**src/hw/rtl/i2cmrt_pkg.sv**
```systemverilog
// Shared types and codes of the I2C master register transaction sequencer.
package i2cmrt_pkg;

    typedef enum logic [1:0] {
        FN_LOAD   = 2'd0,
        FN_BEGIN  = 2'd1,
        FN_MASTER = 2'd2,
        FN_SLAVE  = 2'd3
    } func_t;

    typedef enum logic [3:0] {
        PH_IDLE    = 4'd0,
        PH_START   = 4'd1,
        PH_WDEV    = 4'd2,
        PH_MEM     = 4'd3,
        PH_RESTART = 4'd4,
        PH_RDEV    = 4'd5,
        PH_RDATA   = 4'd6,
        PH_ACK     = 4'd7,
        PH_NACK    = 4'd8,
        PH_STOP    = 4'd9
    } phase_t;

    typedef enum logic [2:0] {
        CMD_NONE    = 3'd0,
        CMD_START   = 3'd1,
        CMD_RESTART = 3'd2,
        CMD_STOP    = 3'd3,
        CMD_ACK     = 3'd4,
        CMD_NACK    = 3'd5,
        CMD_RXEN    = 3'd6,
        CMD_SEND    = 3'd7
    } cmd_t;

    localparam int IN_DATA_W  = 56;
    localparam int OUT_DATA_W = 32;

    // Payload of an input beat, last field in the lowest bits.
    typedef struct packed {
        logic [7:0] received_byte;
        logic       receive_busy;
        logic       shift_busy;
        logic [7:0] read_count;
        logic [4:0] write_count;
        logic [7:0] register_addr;
        logic [7:0] target_addr;
        logic [7:0] tx_data;
        logic [3:0] buf_index;
    } in_data_t;

    typedef struct packed {
        func_t    func;
        in_data_t data;
    } in_item_t;

    // Payload of a result beat, last field in the lowest bits.
    typedef struct packed {
        logic       busy_res;
        logic       done_res;
        logic [7:0] rx_index;
        logic [7:0] rx_byte;
        logic       rx_valid;
        logic [7:0] send_byte;
        cmd_t       bus_cmd;
    } result_t;

endpackage

```
**src/hw/rtl/i2cmrt_in_reg.sv**
```systemverilog
// Input register stage that holds one accepted beat until it is processed.
module i2cmrt_in_reg (
    input  logic                                aclk,
    input  logic                                aresetn,
    input  logic                                s_tvalid,
    output logic                                s_tready,
    input  logic [i2cmrt_pkg::IN_DATA_W-1:0]    s_tdata,
    input  logic [1:0]                          s_tuser,
    input  logic                                adv,
    output logic                                in_vld,
    output i2cmrt_pkg::in_item_t                item
);
    import i2cmrt_pkg::*;

    localparam int DW = $bits(in_data_t);

    logic     in_vld_reg;
    in_item_t item_reg;

    // The register frees up in the same cycle its beat moves on.
    assign s_tready = ~in_vld_reg | adv;

    always_ff @(posedge aclk) begin
        if (!aresetn) begin
            in_vld_reg <= 1'b0;
        end else if (s_tready) begin
            in_vld_reg <= s_tvalid;
        end
    end

    always_ff @(posedge aclk) begin
        if (s_tready && s_tvalid) begin
            item_reg.func <= func_t'(s_tuser);
            item_reg.data <= in_data_t'(s_tdata[DW-1:0]);
        end
    end

    assign in_vld = in_vld_reg;
    assign item   = item_reg;

endmodule

```
**src/hw/rtl/i2cmrt_step.sv**
```systemverilog
// Transaction state, transmit buffer and the per-beat sequencing logic.
module i2cmrt_step #(
    parameter int TX_DEPTH = 16
) (
    input  logic                  aclk,
    input  logic                  aresetn,
    input  logic                  adv,
    input  i2cmrt_pkg::in_item_t  item,
    output i2cmrt_pkg::result_t   res
);
    import i2cmrt_pkg::*;

    localparam int AW = (TX_DEPTH > 1) ? $clog2(TX_DEPTH) : 1;

    phase_t     phase_reg, phase_next;
    logic [7:0] dev_reg, dev_next;
    logic [7:0] regaddr_reg, regaddr_next;
    logic [4:0] writes_left_reg, writes_left_next;
    logic [7:0] reads_left_reg, reads_left_next;
    logic [AW-1:0] tx_pos_reg, tx_pos_next;
    logic [7:0] rx_pos_reg, rx_pos_next;

    logic [7:0]    mem [TX_DEPTH];
    logic [7:0]    rd_data_reg;
    logic          mem_we;
    logic [AW-1:0] mem_waddr;
    logic          in_range;
    logic          is_master;
    in_data_t      d;

    assign d         = item.data;
    assign is_master = (item.func == FN_MASTER);
    assign in_range  = ({28'd0, d.buf_index} < TX_DEPTH);
    assign mem_waddr = AW'(d.buf_index);

    always_comb begin
        phase_next       = phase_reg;
        dev_next         = dev_reg;
        regaddr_next     = regaddr_reg;
        writes_left_next = writes_left_reg;
        reads_left_next  = reads_left_reg;
        tx_pos_next      = tx_pos_reg;
        rx_pos_next      = rx_pos_reg;
        mem_we           = 1'b0;
        res              = '0;
        res.bus_cmd      = CMD_NONE;
        if (adv) begin
            case (item.func)
                FN_LOAD: begin
                    mem_we = in_range;
                end
                FN_BEGIN: begin
                    // A begin while busy only latches its values.
                    dev_next         = d.target_addr;
                    regaddr_next     = d.register_addr;
                    writes_left_next = d.write_count;
                    reads_left_next  = d.read_count;
                    tx_pos_next      = '0;
                    rx_pos_next      = '0;
                    if (phase_reg == PH_IDLE) begin
                        res.bus_cmd = CMD_START;
                        phase_next  = PH_START;
                    end
                end
                FN_MASTER, FN_SLAVE: begin
                    case (phase_reg)
                        PH_STOP: begin
                            phase_next   = PH_IDLE;
                            res.done_res = 1'b1;
                        end
                        PH_RDEV: begin
                            if (!d.shift_busy) begin
                                res.bus_cmd = CMD_RXEN;
                                phase_next  = PH_RDATA;
                            end
                        end
                        PH_RDATA: begin
                            if (reads_left_reg == 8'd0) begin
                                res.bus_cmd = CMD_STOP;
                                phase_next  = PH_STOP;
                            end else if (!d.receive_busy) begin
                                res.rx_valid    = 1'b1;
                                res.rx_byte     = d.received_byte;
                                res.rx_index    = rx_pos_reg;
                                rx_pos_next     = rx_pos_reg + 8'd1;
                                reads_left_next = reads_left_reg - 8'd1;
                                if (reads_left_reg == 8'd1) begin
                                    res.bus_cmd = CMD_NACK;
                                    phase_next  = PH_NACK;
                                end else begin
                                    res.bus_cmd = CMD_ACK;
                                    phase_next  = PH_ACK;
                                end
                            end
                        end
                        PH_ACK: begin
                            res.bus_cmd = CMD_RXEN;
                            phase_next  = PH_RDATA;
                        end
                        PH_NACK: begin
                            res.bus_cmd = CMD_STOP;
                            phase_next  = PH_STOP;
                        end
                        PH_START: begin
                            if (is_master) begin
                                res.bus_cmd   = CMD_SEND;
                                res.send_byte = {dev_reg[7:1], 1'b0};
                                phase_next    = PH_WDEV;
                            end
                        end
                        PH_WDEV: begin
                            if (is_master && !d.shift_busy) begin
                                res.bus_cmd   = CMD_SEND;
                                res.send_byte = regaddr_reg;
                                phase_next    = PH_MEM;
                            end
                        end
                        PH_MEM: begin
                            if (is_master && !d.shift_busy) begin
                                if (writes_left_reg != 5'd0) begin
                                    res.bus_cmd      = CMD_SEND;
                                    res.send_byte    = rd_data_reg;
                                    writes_left_next = writes_left_reg - 5'd1;
                                    if (tx_pos_reg == AW'(TX_DEPTH - 1)) begin
                                        tx_pos_next = '0;
                                    end else begin
                                        tx_pos_next = tx_pos_reg + AW'(1);
                                    end
                                end else if (reads_left_reg != 8'd0) begin
                                    res.bus_cmd = CMD_RESTART;
                                    phase_next  = PH_RESTART;
                                end else begin
                                    res.bus_cmd = CMD_STOP;
                                    phase_next  = PH_STOP;
                                end
                            end
                        end
                        PH_RESTART: begin
                            if (is_master) begin
                                res.bus_cmd   = CMD_SEND;
                                res.send_byte = {dev_reg[7:1], 1'b1};
                                phase_next    = PH_RDEV;
                            end
                        end
                        default: ;
                    endcase
                end
                default: ;
            endcase
        end
        res.busy_res = (phase_next != PH_IDLE);
    end

    always_ff @(posedge aclk) begin
        if (!aresetn) begin
            phase_reg       <= PH_IDLE;
            dev_reg         <= '0;
            regaddr_reg     <= '0;
            writes_left_reg <= '0;
            reads_left_reg  <= '0;
            tx_pos_reg      <= '0;
            rx_pos_reg      <= '0;
        end else begin
            phase_reg       <= phase_next;
            dev_reg         <= dev_next;
            regaddr_reg     <= regaddr_next;
            writes_left_reg <= writes_left_next;
            reads_left_reg  <= reads_left_next;
            tx_pos_reg      <= tx_pos_next;
            rx_pos_reg      <= rx_pos_next;
        end
    end

    // The buffer is read one beat ahead at the position the next send will use;
    // a load to that same slot is forwarded so the prefetched byte stays current.
    always_ff @(posedge aclk) begin
        if (mem_we) begin
            mem[mem_waddr] <= d.tx_data;
        end
        if (mem_we && (mem_waddr == tx_pos_next)) begin
            rd_data_reg <= d.tx_data;
        end else begin
            rd_data_reg <= mem[tx_pos_next];
        end
    end

endmodule

```
**src/hw/rtl/i2cmrt_out_reg.sv**
```systemverilog
// Result register that holds one result beat until the sink takes it.
module i2cmrt_out_reg (
    input  logic                               aclk,
    input  logic                               aresetn,
    input  logic                               in_vld,
    output logic                               adv,
    input  i2cmrt_pkg::result_t                res,
    output logic                               m_tvalid,
    input  logic                               m_tready,
    output logic [i2cmrt_pkg::OUT_DATA_W-1:0]  m_tdata
);
    import i2cmrt_pkg::*;

    localparam int RW = $bits(result_t);

    logic    out_vld_reg;
    result_t res_reg;

    // A beat is processed whenever the result register is empty or draining.
    assign adv = in_vld & (~out_vld_reg | m_tready);

    always_ff @(posedge aclk) begin
        if (!aresetn) begin
            out_vld_reg <= 1'b0;
        end else if (~out_vld_reg | m_tready) begin
            out_vld_reg <= in_vld;
        end
    end

    always_ff @(posedge aclk) begin
        if (adv) begin
            res_reg <= res;
        end
    end

    assign m_tvalid = out_vld_reg;
    assign m_tdata  = {{(OUT_DATA_W - RW){1'b0}}, res_reg};

endmodule

```
**src/hw/rtl/i2c_master_register_transaction_top.sv**
```systemverilog
// Top level of the I2C master register transaction sequencer.
//
//  Channel  Direction  Payload
//  s_       in         tuser: func; tdata: load, begin and bus event fields
//  m_       out        tdata: bus command, send byte, received byte, status
//
// Every input beat yields exactly one result beat; it passes the input register, then the result register.
// A new beat is taken every cycle unless the result side stalls; the sequencing step is a single registered pass.
// Reset is synchronous; the transmit buffer is not cleared and holds unknown
// bytes until loaded. A stalled result register holds its beat and back-pressures
// the input only once the input register is also full.
module i2c_master_register_transaction_top #(
    parameter int TX_DEPTH = 16
) (
    input  logic        aclk,
    input  logic        aresetn,
    input  logic        s_tvalid,
    output logic        s_tready,
    // buf_index[3:0], tx_data[11:4], target_addr[19:12], register_addr[27:20],
    // write_count[32:28], read_count[40:33], shift_busy[41], receive_busy[42],
    // received_byte[50:43], zero fill[55:51]
    input  logic [55:0] s_tdata,
    // func[1:0]
    input  logic [1:0]  s_tuser,
    output logic        m_tvalid,
    input  logic        m_tready,
    // bus_cmd[2:0], send_byte[10:3], rx_valid[11], rx_byte[19:12],
    // rx_index[27:20], done_res[28], busy_res[29], zero fill[31:30]
    output logic [31:0] m_tdata
);
    import i2cmrt_pkg::*;

    logic     in_vld;
    logic     adv;
    in_item_t item;
    result_t  res;

    i2cmrt_in_reg u_in_reg (
        .aclk     (aclk),
        .aresetn  (aresetn),
        .s_tvalid (s_tvalid),
        .s_tready (s_tready),
        .s_tdata  (s_tdata),
        .s_tuser  (s_tuser),
        .adv      (adv),
        .in_vld   (in_vld),
        .item     (item)
    );

    i2cmrt_step #(
        .TX_DEPTH (TX_DEPTH)
    ) u_step (
        .aclk    (aclk),
        .aresetn (aresetn),
        .adv     (adv),
        .item    (item),
        .res     (res)
    );

    i2cmrt_out_reg u_out_reg (
        .aclk     (aclk),
        .aresetn  (aresetn),
        .in_vld   (in_vld),
        .adv      (adv),
        .res      (res),
        .m_tvalid (m_tvalid),
        .m_tready (m_tready),
        .m_tdata  (m_tdata)
    );

endmodule

```
**config.mk**
```make
export PLATFORM = sky130hd
export DESIGN_NAME = i2c_master_register_transaction_top
export DESIGN_NICKNAME = d
export VERILOG_FILES = /design/src/hw/rtl/i2cmrt_pkg.sv /design/src/hw/rtl/i2cmrt_in_reg.sv /design/src/hw/rtl/i2cmrt_step.sv /design/src/hw/rtl/i2cmrt_out_reg.sv /design/src/hw/rtl/i2c_master_register_transaction_top.sv
export SDC_FILE = /design/constraint.sdc
export NUM_CORES = 1
export LEC_CHECK = 0
export BUFFER_PORTS_ARGS = -buffer_cell sky130_fd_sc_hd__buf_2
export CAP_MARGIN = 40
export CORE_MARGIN = 10
export CORE_UTILIZATION = 55
export CTS_BUF_LIST = sky130_fd_sc_hd__clkbuf_8
export DETAILED_ROUTE_END_ITERATION = 7
export PLACE_DENSITY = 0.75
export SYNTH_ARGS = -nofsm -noshare
export SYNTH_HDL_FRONTEND = slang
export SYNTH_HIERARCHICAL = 1
export SYNTH_SLANG_ARGS = --single-unit
```
**constraint.sdc**
```tcl
create_clock -name aclk -period 6.2 [get_ports aclk]
set_clock_uncertainty 0.05 [all_clocks]
set_input_delay 0.93 -clock aclk [delete_from_list [all_inputs] [get_ports aclk]]
set_output_delay 0.93 -clock aclk [all_outputs]
set_load 0.02 [all_outputs]
```
### After elaboration in Yosys (flattened, before gate mapping)

Memory sizes are Yosys's and may differ from the RTL's. A register that Yosys moved wholly into a read port is not among the register bits.
Index checks and enable logic that the tools add are counted.

| cells by class | value |
|---|---|
| eq/ne operators | 20 |
| reduce and logical (&&, ||, !) cells | 16 |
| $add $sub $neg | 4 |
| muxes and demuxes | 53 |
| bitwise operators | 7 |

Operator list:

| cell | number |
|---|---|
| 4-bit two-way mux | 17 |
| 8-bit two-way mux | 7 |
| 11-bit two-way mux | 4 |
| 4-bit one-hot mux with 9 select lines | 1 |
| 8-bit one-hot mux with 2 select lines | 2 |
| 8-bit one-hot mux with 4 select lines | 1 |
| 3-bit one-hot mux with 8 select lines | 1 |
| 4-bit by 3-bit equality test with 1-bit output, second input constant | 4 |
| 4-bit one-hot mux with 2 select lines | 2 |
| 5-bit two-way mux | 3 |
| 4-bit equality test, second input constant | 3 |
| 3-bit two-way mux | 4 |
| 5-bit one-hot mux with 2 select lines | 1 |
| 5-bit AND reduction | 2 |
| 1-bit two-way mux | 9 |
| 8-bit by 1-bit adder with 8-bit output, second input constant | 1 |
| 4-bit by 2-bit equality test with 1-bit output, second input constant | 2 |
| 8-bit by 1-bit equality test with 1-bit output, second input constant | 1 |
| 8-bit zero test | 1 |
| 2-bit inequality test, second input constant | 4 |
| 8-bit nonzero test | 1 |
| 8-bit by 1-bit subtractor with 8-bit output, second input constant | 1 |
| 3-bit one-hot mux with 2 select lines | 1 |
| 5-bit nonzero test | 1 |
| other kinds (19) | 26 |

| storage, ports and cells | value |
|---|---|
| memories | 1 |
| output and inout port bits | 34 |
| bits in writable memories | 128 |
| register bits | 130 |
| bits of input ports | 62 |

Memory list:

| name | words | width | rd ports | clocked after Yosys merged registers in | write ports | line | RTL |
|---|---|---|---|---|---|---|---|
| u_step.mem | 16 | 8 | 1 | 1 | 1 | i2cmrt_step.sv:23 | `logic [7:0] mem [TX_DEPTH];` |

### Depth between registers and ports, before layout

| depth | value |
|---|---|
| word-level depth | 8 |
| mapped depth | 10 |
| mapped depth without buffers | 8 |

### Modules after synthesis

The synthesis kept the hierarchy.

By module, submodules not included:

| module | cells each | seq. area each (sq um) | times used | area an instance (sq um) |
|---|---|---|---|---|
| i2cmrt_step | 586 | 4804.6 | 1 | 7775.0 |
| i2cmrt_in_reg | 58 | 1611.5 | 1 | 1649.1 |
| i2cmrt_out_reg | 37 | 920.9 | 1 | 967.2 |

### Worst setup path after synthesis

Ideal clock, no wire load.

| timing | value |
|---|---|
| path kind | input-to-reg |
| start point | input port m_tready |
| end point | memory u_step.mem[0][0] (enable) |
| setup slack | 1.969 ns |
| buffers on the path | 1 |
| required time | 5.767 ns |
| data arrival time | 3.798 ns |
| stages | 6 |
| setup time | 0.383 ns |
| cells stage by stage | nor2b_4 > nor2b_1 > clkbuf_1 > nand2_1 > or3_1 > nor3_1 |

| between the ends | value |
|---|---|
| cells in the longest elaborated chain, start to end | 5 |

Ends and longest elaborated chain:

| item | line | RTL |
|---|---|---|
| from (decl) | i2c_master_register_transaction_top.sv:26 | `input logic m_tready,` |
| 1-bit OR | i2cmrt_out_reg.sv:20 | `assign adv = in_vld & (~out_vld_reg \| m_tready);` |
| 1-bit AND | i2cmrt_out_reg.sv:20 |  |
| via adv | i2c_master_register_transaction_top.sv:34 | `logic adv;` |
| 1-bit two-way mux | i2cmrt_step.sv:47 | `if (adv) begin` |
| 1-bit two-way mux | i2cmrt_step.sv:177 | `if (mem_we) begin` |
| 1-bit two-way mux (not written as such) | i2cmrt_step.sv:178 | `mem[mem_waddr] <= d.tx_data;` |
| to (decl) | i2cmrt_step.sv:23 |  |

The timed path passes the listed nets, and every way through them passes these cells.

### Worst setup path in the final report

| timing | value |
|---|---|
| start point | input port m_tready |
| end point | output port s_tready |

| between the ends | value |
|---|---|
| cells in the longest elaborated chain, start to end | 3 |

Ends and longest elaborated chain:

| item | line | RTL |
|---|---|---|
| 1-bit OR | i2cmrt_out_reg.sv:20 |  |
| 1-bit AND | i2cmrt_out_reg.sv:20 |  |
| via adv | i2c_master_register_transaction_top.sv:34 |  |
| 1-bit OR | i2cmrt_in_reg.sv:21 | `assign s_tready = ~in_vld_reg \| adv;` |
| to (decl) | i2c_master_register_transaction_top.sv:18 | `output logic s_tready,` |

The timed path passes the listed nets, and every way through them passes these cells.

==> results.md <==
* Post-DR wirelength/cell at 19.9 µm
* Critical path's largest stage delay at approximately 380 ps
* Crit. Startpoint: m_tready
* Worst-margin pin slew at between 800 and 900 ps
* DRC violations left at 0
* Detailed Route Iter0 Violations at roughly 560
* Max VDD drop at ~0.20 mV
* Initial antenna violation count at 0
* Share of layout cells above drive strength 1 at between 20% and 30%
* Worst skew pair latency at about 560 ps
* Final worst path period share at between 40% and 50%
* Power per cell area at between 200 and 300 nW/µm²
* Final Hold Fails at 0
* WP data arrival at about 1900 ps
* H-tree depth at 2
* Peak Freq at around 0.35 GHz
* DP HPWL at approximately 14000 µm
* Area Growth Syn to Fin at 14.1%
* CTS resizes at 0
* Sink Count at 260
* Relative slew slack at around 42%
* Row cnt at 50
* Max stage delay cell, worst path: nor2b_4
* Core Area at approximately 19000 µm²
* Min Hold Slack at 407 ps
* Via density per instance at roughly 5.8
* # IOs at 96
* Clock root cell: clkbuf_8
* Routed wire length at approximately 21000 µm
* DR vias at 6095
* PortBufs at just under 90
* # Post-CTS Setup Buffers at 0
* Worst path required time at about 5200 ps
* Worst r2r dst: u_out_reg/m_tdata[29]
* Avg Cell Area, Syn at between 15 and 20 µm²
* Congestion Overflow GR at 0
* Total GRT Usage at approximately 17%
* Critical Path End Type: output port
* Crit-path cells: buf_2 -> nor2b_4 -> nor2b_4 -> nand2b_4 -> buf_2
* Post-Syn Area at 10400 µm²
* Max FFs per register at about 130
* Synthesized instance count at 680
* CTS Hold Bufs at 0
* Worst Path Max Fanout at 11
* First-pass GRT wire length at between 30000 and 40000 µm
* Total of max-cap violations at 0
* Die area at approximately 25000 µm²
* Final Wtd Congestion at 0.876
* N_diodes at 0
* Final setup violating endpoints at 0
* Die W at roughly 160 µm
* Nets at around 860
* TritonCTS clock tree: yes
* Ys Warns at 6
* CTS buffer count at 41
* Lkg Pwr at just over 4 nW
* RSZ-0062 raised after global routing: false
* Number of global-route vias before repair at approximately 6200
* Crit path capture: s_tready
* DRT Pass-1 Iters at 5
* Worst Reg-to-Reg Cells at 8
* Clk buf depth at 3
* Critical Path Start Type: input port
* Die Y-Extent at around 160 µm
* Setup TNS at 0 ps
* Initial Utilization at a little under three fifths
* CP Class: in2out
* Reg2reg setup slack at around 3500 ps
* Reg clk slew, reported paths at about 60 ps
* Post-DRT Antenna Nets at 0
* Largest net degree at the start of global routing at 53
* Worst R2R Start: u_in_reg/in_vld
* Status: finished clean
* Slew Limit Fails at 0
* Post-route minimum period at 2840 ps
* Worst hold path class: reg2reg
-- cells in the final DEF, fill, tap and decap left out, types with 9 or more instances in the layout --
cell type	n
a21oi_1	32
a22oi_1	10
and2_1	21
buf_2	89
clkbuf_8	43
dfxtp_1	48
edfxtp_1	210
inv_1	24
mux4_2	40
nand2_1	63
nor2_1	51
nor3_1	12
o21ai_0	20
o21ai_1	9
-- layout make-up --
cell class                      instances  area (µm²)
Clock buffer                           43         592
Clock inverter                         32         181
Fill cell                            1324        6820
Inverter                                9        33.8
Multi-Input combinational cell        376        2870
Sequential cell                       260        7310
Tap cell                              234         293
Timing Repair Buffer                   98         546
-- power by group --
part / total [mW] / switching, mW / leakage, nW / internal, mW
clock network: 1.34 / 0.644 / 0.451 / 0.695
registers: 1.97 / 0.0329 / 2.34 / 1.93
logic: 0.155 / 0.101 / 1.27 / 0.0541
-- through the flow --
step | instances | util (%) | total power [mW] | area (µm²) | setup WS, ps
floorplan | 681 | - | 2.09 | 10400 | 1970
global placement | 970 | 58.9 | 2.15 | 11000 | 2270
detailed placement | 977 | 59.3 | 2.16 | 11100 | 2800
CTS | 1052 | 63.4 | 3.50 | 11800 | 3330
global route | 1052 | 63.4 | 3.60 | 11800 | 3170
finish | 1052 | 63.4 | 3.46 | 11800 | 3360
-- worst min path at each step --
stage / start / to / slack (ps) / cells past startpoint
2_1_floorplan: u_step/regaddr_reg[0] / u_step/regaddr_reg[0] / 390 / 2
3_3_place_gp: u_step/regaddr_reg[3] / u_step/regaddr_reg[3] / 390 / 2
3_5_place_dp: u_step/regaddr_reg[4] / u_step/regaddr_reg[4] / 400 / 2
4_1_cts: u_step/regaddr_reg[4] / u_step/regaddr_reg[4] / 410 / 2
5_1_grt: u_step/regaddr_reg[4] / u_step/regaddr_reg[4] / 430 / 2
6_report: u_step/regaddr_reg[4] / u_step/regaddr_reg[4] / 410 / 2
-- critical path: cells and delay by family --
family,cells,cell delay (ps)
buffers and inverters,2,260
and+or+nand+nor,3,660
-- layer usage --
layer / GRT usage [%] / up-vias / share of wire (%) / wire, µm
li1: - / 2821 / - / -
met1: 21.5 / 3015 / 42 / 8690
met2: 28.7 / 223 / 50 / 10400
met3: 4.20 / 36 / 6.8 / 1430
met4: 5.21 / 0 / 1.8 / 375
met5: 0 / - / 0 / 0
Power figures use the tool's default switching activity.
